--- src/hdl/skt_pkg.sv ---
package skt_pkg;

    localparam int DEPTH   = 16;
    localparam int KEY_W   = 32;
    localparam int COUNT_W = 16;
    localparam int ADDR_W  = $clog2(DEPTH);
    localparam int SIZE_W  = $clog2(DEPTH + 1);
    localparam int MODE_W  = 2;
    localparam int INDEX_W = 4;
    localparam int STAT_W  = 3;

    localparam logic [COUNT_W-1:0] COUNT_MAX = '1;

    typedef enum logic [MODE_W-1:0] {
        MD_INSERT = 2'd0,
        MD_REMOVE = 2'd1,
        MD_READ   = 2'd2,
        MD_UNUSED = 2'd3
    } t_mode;

    typedef enum logic [STAT_W-1:0] {
        ST_NEW     = 3'd0,
        ST_RAISED  = 3'd1,
        ST_LOWERED = 3'd2,
        ST_ABSENT  = 3'd3,
        ST_FULL    = 3'd4,
        ST_BADIDX  = 3'd5
    } t_status;

    typedef struct packed {
        logic               en;
        logic [ADDR_W-1:0]  addr;
        logic [KEY_W-1:0]   key;
        logic [COUNT_W-1:0] cnt;
    } t_wr;

    // Flipping the sign bit makes an unsigned compare order two's complement keys.
    function automatic logic [KEY_W-1:0] order_val(input logic [KEY_W-1:0] k, input logic sgn);
        return k ^ {sgn, {(KEY_W - 1){1'b0}}};
    endfunction

endpackage

--- src/hdl/sorted_counted_key_table.sv ---
// Channel   Direction  Handshake          Payload
// input     in         i_valid / o_stall  i_mode, i_key, i_index
// result    out        o_valid / i_stall  o_status, o_key_out, o_count_out, o_size_out
// config    in         i_cfg_we           i_cfg_data (signed compare)
//
// An item steps through a read and a compare for each entry compared, and through a read
// and a write for each entry moved; the next item is taken only once the sequencer is idle.
// This follows from the single read port of the entry store and its registered read, so
// each compare and each move needs its own read.
// Reset is synchronous and active low; it empties the table and clears the ordering bit.
// A new item is taken only while the sequencer is idle; a result waiting on i_stall
// does not keep the next item out, but that item cannot finish until the result is taken.
module sorted_counted_key_table
    import skt_pkg::*;
(
    input  logic               i_clk,
    input  logic               i_rst_n,
    input  logic               i_cfg_we,
    input  logic               i_cfg_data,
    input  logic               i_valid,
    output logic               o_stall,
    input  logic [MODE_W-1:0]  i_mode,
    input  logic [KEY_W-1:0]   i_key,
    input  logic [INDEX_W-1:0] i_index,
    output logic               o_valid,
    input  logic               i_stall,
    output logic [STAT_W-1:0]  o_status,
    output logic [KEY_W-1:0]   o_key_out,
    output logic [COUNT_W-1:0] o_count_out,
    output logic [SIZE_W-1:0]  o_size_out
);

    typedef enum logic [5:0] {
        S_IDLE = 6'b000001,
        S_RD   = 6'b000010,
        S_CMP  = 6'b000100,
        S_MVRD = 6'b001000,
        S_MVWR = 6'b010000,
        S_OUT  = 6'b100000
    } t_state;

    t_state             r_state, n_state;
    logic               r_signed;
    logic [SIZE_W-1:0]  r_size, n_size;
    logic [SIZE_W-1:0]  r_ptr, n_ptr;
    logic [SIZE_W-1:0]  r_pos, n_pos;
    t_mode              r_mode, n_mode;
    logic [KEY_W-1:0]   r_key, n_key;
    logic [KEY_W-1:0]   r_kv, n_kv;
    t_status            r_res_st, n_res_st;
    logic [KEY_W-1:0]   r_res_key, n_res_key;
    logic [COUNT_W-1:0] r_res_cnt, n_res_cnt;
    logic               r_out_valid;
    logic [STAT_W-1:0]  r_out_st;
    logic [KEY_W-1:0]   r_out_key;
    logic [COUNT_W-1:0] r_out_cnt;
    logic [SIZE_W-1:0]  r_out_size;

    t_wr                wr;
    logic [ADDR_W-1:0]  raddr;
    logic [KEY_W-1:0]   rd_key;
    logic [COUNT_W-1:0] rd_cnt;
    logic [KEY_W-1:0]   rd_kv;
    logic               key_eq;
    logic               key_lt;
    logic               out_free;
    logic [COUNT_W-1:0] cnt_inc;
    logic [COUNT_W-1:0] cnt_dec;

    skt_store u_store (
        .i_clk    (i_clk),
        .i_wr     (wr),
        .i_raddr  (raddr),
        .o_rd_key (rd_key),
        .o_rd_cnt (rd_cnt)
    );

    assign rd_kv    = order_val(rd_key, r_signed);
    assign key_eq   = (rd_kv == r_kv);
    assign key_lt   = (r_kv < rd_kv);
    assign out_free = !r_out_valid || !i_stall;
    assign cnt_inc  = (rd_cnt == COUNT_MAX) ? COUNT_MAX : rd_cnt + COUNT_W'(1);
    assign cnt_dec  = (rd_cnt == '0) ? '0 : rd_cnt - COUNT_W'(1);

    assign o_stall = (r_state != S_IDLE);

    always_comb begin
        n_state   = r_state;
        n_size    = r_size;
        n_ptr     = r_ptr;
        n_pos     = r_pos;
        n_mode    = r_mode;
        n_key     = r_key;
        n_kv      = r_kv;
        n_res_st  = r_res_st;
        n_res_key = r_res_key;
        n_res_cnt = r_res_cnt;
        wr        = '0;
        raddr     = r_ptr[ADDR_W-1:0];

        case (r_state)
            S_IDLE: begin
                if (i_valid) begin
                    n_mode    = t_mode'(i_mode);
                    n_key     = i_key;
                    n_kv      = order_val(i_key, r_signed);
                    n_ptr     = (t_mode'(i_mode) == MD_READ) ? SIZE_W'(i_index) : '0;
                    n_res_key = '0;
                    n_res_cnt = '0;
                    n_state   = S_RD;
                end
            end
            S_RD: begin
                if (r_mode == MD_READ) begin
                    if (r_ptr < r_size) begin
                        n_state = S_CMP;
                    end else begin
                        n_res_st = ST_BADIDX;
                        n_state  = S_OUT;
                    end
                end else if (r_mode == MD_UNUSED) begin
                    n_res_st = ST_BADIDX;
                    n_state  = S_OUT;
                end else if (r_ptr == r_size) begin
                    if (r_mode == MD_REMOVE) begin
                        n_res_st = ST_ABSENT;
                        n_state  = S_OUT;
                    end else if (r_size == SIZE_W'(DEPTH)) begin
                        n_res_st = ST_FULL;
                        n_state  = S_OUT;
                    end else begin
                        n_pos   = r_ptr;
                        n_ptr   = r_size;
                        n_state = S_MVRD;
                    end
                end else begin
                    n_state = S_CMP;
                end
            end
            S_CMP: begin
                if (r_mode == MD_READ) begin
                    n_res_st  = ST_NEW;
                    n_res_key = rd_key;
                    n_res_cnt = rd_cnt;
                    n_state   = S_OUT;
                end else if (key_eq) begin
                    wr.addr = r_ptr[ADDR_W-1:0];
                    wr.key  = rd_key;
                    if (r_mode == MD_INSERT) begin
                        wr.en     = 1'b1;
                        wr.cnt    = cnt_inc;
                        n_res_st  = ST_RAISED;
                        n_res_cnt = cnt_inc;
                        n_state   = S_OUT;
                    end else begin
                        wr.en     = (cnt_dec != '0);
                        wr.cnt    = cnt_dec;
                        n_res_st  = ST_LOWERED;
                        n_res_cnt = cnt_dec;
                        n_state   = (cnt_dec != '0) ? S_OUT : S_MVRD;
                    end
                end else if (key_lt) begin
                    if (r_mode == MD_REMOVE) begin
                        n_res_st = ST_ABSENT;
                        n_state  = S_OUT;
                    end else if (r_size == SIZE_W'(DEPTH)) begin
                        n_res_st = ST_FULL;
                        n_state  = S_OUT;
                    end else begin
                        n_pos   = r_ptr;
                        n_ptr   = r_size;
                        n_state = S_MVRD;
                    end
                end else begin
                    n_ptr   = r_ptr + SIZE_W'(1);
                    n_state = S_RD;
                end
            end
            S_MVRD: begin
                if (r_mode == MD_INSERT) begin
                    raddr = ADDR_W'(r_ptr - SIZE_W'(1));
                    if (r_ptr == r_pos) begin
                        wr.en     = 1'b1;
                        wr.addr   = r_pos[ADDR_W-1:0];
                        wr.key    = r_key;
                        wr.cnt    = COUNT_W'(1);
                        n_size    = r_size + SIZE_W'(1);
                        n_res_st  = ST_NEW;
                        n_res_cnt = COUNT_W'(1);
                        n_state   = S_OUT;
                    end else begin
                        n_state = S_MVWR;
                    end
                end else begin
                    raddr = ADDR_W'(r_ptr + SIZE_W'(1));
                    if (r_ptr + SIZE_W'(1) == r_size) begin
                        n_size  = r_size - SIZE_W'(1);
                        n_state = S_OUT;
                    end else begin
                        n_state = S_MVWR;
                    end
                end
            end
            S_MVWR: begin
                wr.en   = 1'b1;
                wr.addr = r_ptr[ADDR_W-1:0];
                wr.key  = rd_key;
                wr.cnt  = rd_cnt;
                n_ptr   = (r_mode == MD_INSERT) ? r_ptr - SIZE_W'(1) : r_ptr + SIZE_W'(1);
                n_state = S_MVRD;
            end
            S_OUT: begin
                if (out_free) begin
                    n_state = S_IDLE;
                end
            end
            default: begin
                n_state = S_IDLE;
            end
        endcase
    end

    always_ff @(posedge i_clk) begin
        if (!i_rst_n) begin
            r_state     <= S_IDLE;
            r_size      <= '0;
            r_signed    <= 1'b0;
            r_out_valid <= 1'b0;
        end else begin
            r_state <= n_state;
            r_size  <= n_size;
            if (i_cfg_we) begin
                r_signed <= i_cfg_data;
            end
            if (r_state == S_OUT && out_free) begin
                r_out_valid <= 1'b1;
            end else if (!i_stall) begin
                r_out_valid <= 1'b0;
            end
        end
    end

    always_ff @(posedge i_clk) begin
        r_ptr     <= n_ptr;
        r_pos     <= n_pos;
        r_mode    <= n_mode;
        r_key     <= n_key;
        r_kv      <= n_kv;
        r_res_st  <= n_res_st;
        r_res_key <= n_res_key;
        r_res_cnt <= n_res_cnt;
        if (r_state == S_OUT && out_free) begin
            r_out_st   <= r_res_st;
            r_out_key  <= r_res_key;
            r_out_cnt  <= r_res_cnt;
            r_out_size <= r_size;
        end
    end

    assign o_valid     = r_out_valid;
    assign o_status    = r_out_st;
    assign o_key_out   = r_out_key;
    assign o_count_out = r_out_cnt;
    assign o_size_out  = r_out_size;

    a_size_bound: assert property (@(posedge i_clk) disable iff (!i_rst_n)
        r_size <= SIZE_W'(DEPTH))
        else $error("Entry count exceeds the table depth.");

    a_size_step: assert property (@(posedge i_clk) disable iff (!i_rst_n)
        (r_size == $past(r_size)) || (r_size == $past(r_size) + SIZE_W'(1))
        || (r_size + SIZE_W'(1) == $past(r_size)))
        else $error("Entry count moved by more than one.");

    a_move_order: assert property (@(posedge i_clk) disable iff (!i_rst_n)
        (r_state == S_MVWR) |-> ($past(r_state) == S_MVRD))
        else $error("Entry move wrote without a preceding read.");

    a_move_range: assert property (@(posedge i_clk) disable iff (!i_rst_n)
        (r_state == S_MVWR) |-> (r_ptr <= r_size))
        else $error("Entry move addresses beyond the held entries.");

    a_accept_busy: assert property (@(posedge i_clk) disable iff (!i_rst_n)
        (i_valid && !o_stall) |=> (r_state == S_RD))
        else $error("Accepted item did not start the sequencer.");

endmodule

--- src/hdl/skt_store.sv ---
module skt_store
    import skt_pkg::*;
(
    input  logic               i_clk,
    input  t_wr                i_wr,
    input  logic [ADDR_W-1:0]  i_raddr,
    output logic [KEY_W-1:0]   o_rd_key,
    output logic [COUNT_W-1:0] o_rd_cnt
);

    logic [KEY_W-1:0]   r_mem_key [DEPTH];
    logic [COUNT_W-1:0] r_mem_cnt [DEPTH];
    logic [KEY_W-1:0]   r_rd_key;
    logic [COUNT_W-1:0] r_rd_cnt;

    always_ff @(posedge i_clk) begin
        if (i_wr.en) begin
            r_mem_key[i_wr.addr] <= i_wr.key;
            r_mem_cnt[i_wr.addr] <= i_wr.cnt;
        end
        r_rd_key <= r_mem_key[i_raddr];
        r_rd_cnt <= r_mem_cnt[i_raddr];
    end

    assign o_rd_key = r_rd_key;
    assign o_rd_cnt = r_rd_cnt;

endmodule

--- config.mk ---
export PLATFORM = sky130hd
export DESIGN_NAME = sorted_counted_key_table
export DESIGN_NICKNAME = d
export VERILOG_FILES = /design/src/hdl/skt_pkg.sv /design/src/hdl/sorted_counted_key_table.sv /design/src/hdl/skt_store.sv
export SDC_FILE = /design/constraint.sdc
export NUM_CORES = 1
export LEC_CHECK = 0
export BUFFER_PORTS_ARGS = -buffer_cell sky130_fd_sc_hd__buf_4
export CORE_ASPECT_RATIO = 1.4
export CORE_MARGIN = 2
export CORE_UTILIZATION = 34
export CTS_BUF_LIST = sky130_fd_sc_hd__clkbuf_4 sky130_fd_sc_hd__clkbuf_8
export DETAILED_ROUTE_END_ITERATION = 16
export PLACE_DENSITY = 0.45
export SYNTH_ARGS = -nofsm -noshare
export SYNTH_HDL_FRONTEND = slang
export SYNTH_HIERARCHICAL = 1
export SYNTH_SLANG_ARGS = --single-unit
--- constraint.sdc ---
create_clock -name i_clk -period 14.7 [get_ports i_clk]
set_clock_uncertainty 0.15 [all_clocks]
set_input_delay 2.94 -clock i_clk [delete_from_list [all_inputs] [get_ports i_clk]]
set_output_delay 2.94 -clock i_clk [all_outputs]
set_load 0.01 [all_outputs]
======== Word-level counts from Yosys, hierarchy flattened ========
Memory sizes are Yosys's and may differ from the RTL's. A register that Yosys moved wholly into a read port is not among the register bits.
Index checks and enable logic that the tools add are counted.
operators by class
  $add $sub $neg .......................... 6
  order comparisons ....................... 2
  equal/unequal tests ..................... 34
  multiplexer cells ....................... 78
  bitwise logic cells ..................... 2
  reductions and logical operators ........ 21
operators with widths
  kind                                                 number
  2-to-1 mux 53 bit                                    4
  one-hot mux 53 bit (3 select lines)                  1
  2-to-1 mux 16 bit                                    8
  2-to-1 mux 5 bit                                     21
  2-to-1 mux 6 bit                                     16
  2-to-1 mux 32 bit                                    2
  one-hot mux 32 bit (2 select lines)                  1
  bitwise XOR 32 bit                                   2
  one-hot mux 16 bit (3 select lines)                  1
  one-hot mux 6 bit (6 select lines)                   1
  2-to-1 mux 3 bit                                     11
  == test 32 bit                                       1
  < comparator 32 bit                                  1
  inequality test 2 bit (second input constant)        12
  one-hot mux 5 bit (4 select lines)                   1
  adder 16 x 1 -> 16 bit (second input constant)       1
  == test 16 bit (second input constant)               1
  logical NOT 16 bit                                   1
  nonzero test 16 bit                                  1
  subtractor 16 x 1 -> 16 bit (second input constant)  1
  == test 5 bit                                        3
  AND reduction 7 bit                                  2
  2-to-1 mux 4 bit                                     3
  adder 5 x 1 -> 5 bit (second input constant)         2
  30 further kinds                                     45
storage, ports and cells
  flip-flop bits (word level) ............. 196
  memory bits (writable) .................. 768
  input bits .............................. 44
  output and inout port bits .............. 58
  logic and storage cells ................. 161
  memories ................................ 2
memories
  memory             depth  width  read ports  clocked after Yosys merged registers in  wr ports  line             text
  u_store.r_mem_key  16     32     1           1                                        1         skt_store.sv:11  logic [KEY_W-1:0] r_mem_key [DEPTH];
  u_store.r_mem_cnt  16     16     1           1                                        1         skt_store.sv:12  logic [COUNT_W-1:0] r_mem_cnt [DEPTH];

======== Depth between registers and ports, before layout ========
  depth in word-level cells ............... 9
  gate-level depth with buffers ........... 13
  gate-level depth less buffers ........... 11

======== Cells and area by module ========
The synthesis kept the hierarchy.
modules (own cells, without submodules)
  module                    times used  cells an instance  area an instance (um^2)  sequential area each (um^2)
  skt_store                 1           1242               29694.7                  24023.0
  sorted_counted_key_table  1           797                8808.4                   4824.6

======== Worst setup path after synthesis ========
OpenSTA, ideal clock, no wires.
  path type ............................... register to register
  start ................................... reg u_store.r_rd_cnt[5], in the netlist u_store/o_rd_cnt[5] (read register of u_store.r_mem_cnt)
  end ..................................... mem u_store.r_mem_cnt[0][0] (enable)
  setup time .............................. 0.513 ns
  arrival ................................. 5.988 ns
  required time ........................... 14.037 ns
  path slack .............................. 8.049 ns
  stages on the path, launching flop included .. 11
  buffers on the path ..................... 1
  clock period less this slack ............ 6.651 ns
  cell sequence ........................... dfxtp_1 -> clkbuf_1 -> or3_4 -> nor3_4 -> nand2_1 -> or4_1 -> and4_1 -> nand2_1 -> a311o_1 -> or3b_2 -> nor3_1
RTL lines
  what                line             text
  start: declaration  skt_store.sv:14  logic [COUNT_W-1:0] r_rd_cnt;
  end: declaration    skt_store.sv:12

==> flow_summary_export.csv <==
group,metric,value,unit
floorplan,die_x,288,µm
setup_path,setup.worst_path.end_class,"flop",
drt,vias,20000,
placed_design,post-place-cells,3562,
clock_tree,tritoncts_clock_tree,"done",
floorplan,io_pins,102,
final_layout,filler_cell_count,10200,
drt,drtIter0Drc,1912,
clock_tree,clkSinkCount,981,
drt,final_antenna_net_count,0,
final_layout,final-instance-count-excl-fill,3846,
synth,synthTopCellsByCount,"edfxtp_1 (920), mux4_2 (192), nand2_1 (114)",
floorplan,design.die.area,0.116,mm²
synth,postSynthRegisterBits,981,
power_and_ir_drop,leak,0.0169,µW
placed_design,routabilityCongestion,0.839,
synth,yosys.cell_count.top_type,"edfxtp_1",
floorplan,initial_core_util,0.342,
clock_tree,post_cts_resize_count,0,
clock_tree,clock_path_buffers,3,
synth,synthTopCellsByArea,"edfxtp_1 (72%), mux4_2 (11%), dfxtp_1 (3.2%)",
synth,yosysTopAreaCell,"edfxtp_1",
synth,yosysUniqueCellTypes,68,
drt,avgViaCountPerCell,5.20,
synth,ys_seq_area_frac,0.749,
clock_tree,cts_htree_levels,4,
timing,setup_tns,0,ps
timing,finalHoldViolations,0,
placed_design,place_hpwl,59200,µm
setup_path,timing_worst_setup_path_type,"flop to flop",
job,cap_violations,0,
grt,gr-usage-all-layers,0.174,
placed_design,port_buffers,101,
setup_path,critical_path.reg2reg.endpoint,"u_store/r_mem_cnt[14][10]",
setup_path,reg2reg_slack,9060,ps
worst_hold_path,worstHoldStart,"r_res_cnt[0]",
grt,grt.overflow.total,0,
synth,mappedNetlistArea,0.0385,mm²
final_layout,final_nets,2330,
grt,global_route_wire_length_before_repair,146000,µm
timing,report.final.slew_viol_count,0,
clock_tree,clkSlewWorstSetupHoldPaths,70,ps
timing,max_slew_margin,0.222,
worst_hold_path,holdCritPathClass,"flop to flop",
grt,first_global_vias,21200,
setup_path,worstPathArrival,5940,ps
drt,totalWireLength,100000,µm
timing,period_minus_slack,5640,ps
setup_path,worstReg2RegStart,"r_key[9]",
clock_tree,hold_bufs_inserted_after_cts,0,
status,outcome,"finished clean",
power_and_ir_drop,power.density,136,mW/mm²
synth,async_flop_share,0,
setup_path,reg2regPathDepth,10,
clock_tree,insertion_delay,850,ps
clock_tree,postCtsSetupRepairBufs,0,
grt,grt_antenna_before_repair,6,
final_layout,ff_latch_area,0.0288,mm²
clock_tree,cts_buffers,157,
worst_hold_path,min_delay_worst_endpoint,"o_count_out[0]",
synth,syn_inst,2039,
final_layout,post_route_cells_drive_above_1_share,0.272,
timing,max_freq,177,MHz
floorplan,std_cell_rows,146,
power_and_ir_drop,worst_ir_drop_vdd,74.3,µV
synth,syn_warnings,6,
final_layout,layout.core_utilization,0.394,
final_layout,syn_to_final_growth,15.4,%
setup_path,worst-endpoint-required,15010,ps
grt,largest_net_degree_at_the_start_of_global_routing,141,
timing,min_period_over_period,0.384,
drt,detail_route.drc_violations,0,
synth,synth_edf_count,920,
synth,synth_fp_nets,2128,
timing,worstMarginPinSlew,1160,ps
setup_path,setup.worst_path.start_class,"flop",
timing,fin_hold_ws,260,ps
synth,synth_area_per_cell,18.9,µm²
timing,report.final.setup_viol,0,
floorplan,core_area,0.113,mm²
floorplan,dieHeight,402,µm
drt,first_pass_iters,8,
clock_tree,clockRootBuffer,"clkbuf_8",
final_layout,area_of_the_multi_input_gates,0.00917,mm²
synth,synth.top_cell.area_share,0.718,
timing,grt_setup_unrepaired,"false",
worst_hold_path,min_delay_path_depth,0,
synth,post_synth_top_flop,"edfxtp_1",
drt,wl_per_cell,26.1,µm
setup_path,cp_max_fanout,36,
cell usage in the layout (no fill, tap or decap), drive strengths merged, types with 10 or more instances in the layout:
| cell | count |
|---|---|
| clkinv | 34 |
| nor3 | 19 |
| xnor2 | 28 |
| clkbuf | 231 |
| and3 | 10 |
| nand2 | 114 |
| inv | 59 |
| a21oi | 49 |
| edfxtp | 920 |
| dfxtp | 61 |
| nand4 | 11 |
| o21ai | 39 |
| mux4 | 192 |
| buf | 151 |
| nor2 | 87 |
| ha | 44 |
| a21o | 12 |
| xor2 | 15 |
| nor4 | 10 |
| nand3 | 20 |
| a22oi | 100 |
| a22o | 43 |
| nor2b | 10 |
how the worst max path moves through the flow:
stage / from / endpoint / slack [ps] / cells past startpoint
floorplan: u_store/o_rd_cnt[5] / u_store/r_mem_cnt[0][0] / 8050 / 10
global placement: r_key[14] / u_store/r_mem_cnt[15][6] / 9120 / 10
detailed placement: r_key[14] / u_store/r_mem_key[15][26] / 8990 / 10
CTS: r_key[9] / u_store/r_mem_cnt[14][10] / 8950 / 10
global route: r_key[13] / u_store/r_mem_key[14][26] / 8670 / 10
finish: r_key[9] / u_store/r_mem_cnt[14][10] / 9060 / 10
cell families (layout without fill, tap and decap cells):
logic type / after synthesis / in the layout / share of synthesized area
XOR/XNOR: 43 / 43 / 0.00978
AND/OR/NAND/NOR: 321 / 321 / 0.0403
other: 0 / 5 / 0
multiplexers: 197 / 197 / 0.114
flip-flops: 981 / 981 / 0.749
AO/OA/AOI/OAI: 293 / 293 / 0.0543
buffers and inverters: 159 / 481 / 0.0180
adder cells (fa/ha/maj): 45 / 45 / 0.0148
state kept, by name, indices dropped and copies added, names as in the netlist:
name	flops
u_store/r_mem_cnt	256
r_ptr	5
r_signed	1
r_state	6
r_res_st	3
r_kv	1
r_mode	2
o_count_out	16
u_store/o_rd_cnt	16
r_res_key	32
r_key	32
o_valid	1
o_status	3
r_pos	5
o_key_out	32
r_size	5
o_size_out	5
u_store/r_mem_key	512
r_res_cnt	16
u_store/o_rd_key	32
cell type report:
type,instances,area share
diodes,5,0.000282
multi-input cells,899,0.207
repair buffers,151,0.0261
clock buffers,231,0.0626
clock inverters,48,0.00907
flip-flops and latches,981,0.649
well taps,1480,0.0417
inverters,51,0.00431
where the power goes:
part | internal (µW) | switching (µW)
Sequential | 3090 | 81.4
Clock | 1290 | 1090
Combinational | 174 | 300
per-layer routing:
metal | wire [µm] | track usage | up-vias | share of wire
met4 | 2250 | 0.0512 | 0 | 0.022
met1 | 44700 | 0.239 | 10600 | 0.45
met5 | 0 | 0 | - | 0
li1 | - | - | 8709 | -
met3 | 5140 | 0.0372 | 167 | 0.051
met2 | 48200 | 0.278 | 580 | 0.48
metrics by stage:
stage          setup WS [ps]  cell area, µm²  power [µW]
6_report                9060           44400        6020
3_5_place_dp            8990           41200        3710
3_3_place_gp            9120           41200        3710
4_1_cts                 8950           44400        6110
5_1_grt                 8670           44400        6270
2_1_floorplan           8050           38500        3540
critical path: stages, from the launching register on:
cell and delay, ps:
edfxtp_1 410, ha_1 330, nand4_1 180, nor4_2 1010, nand3_1 410, o21ai_4 230, buf_4 470, a22o_1 430
nand2b_1 320, nor2_4 710, buf_4 540
Power figures use the tool's default switching activity.
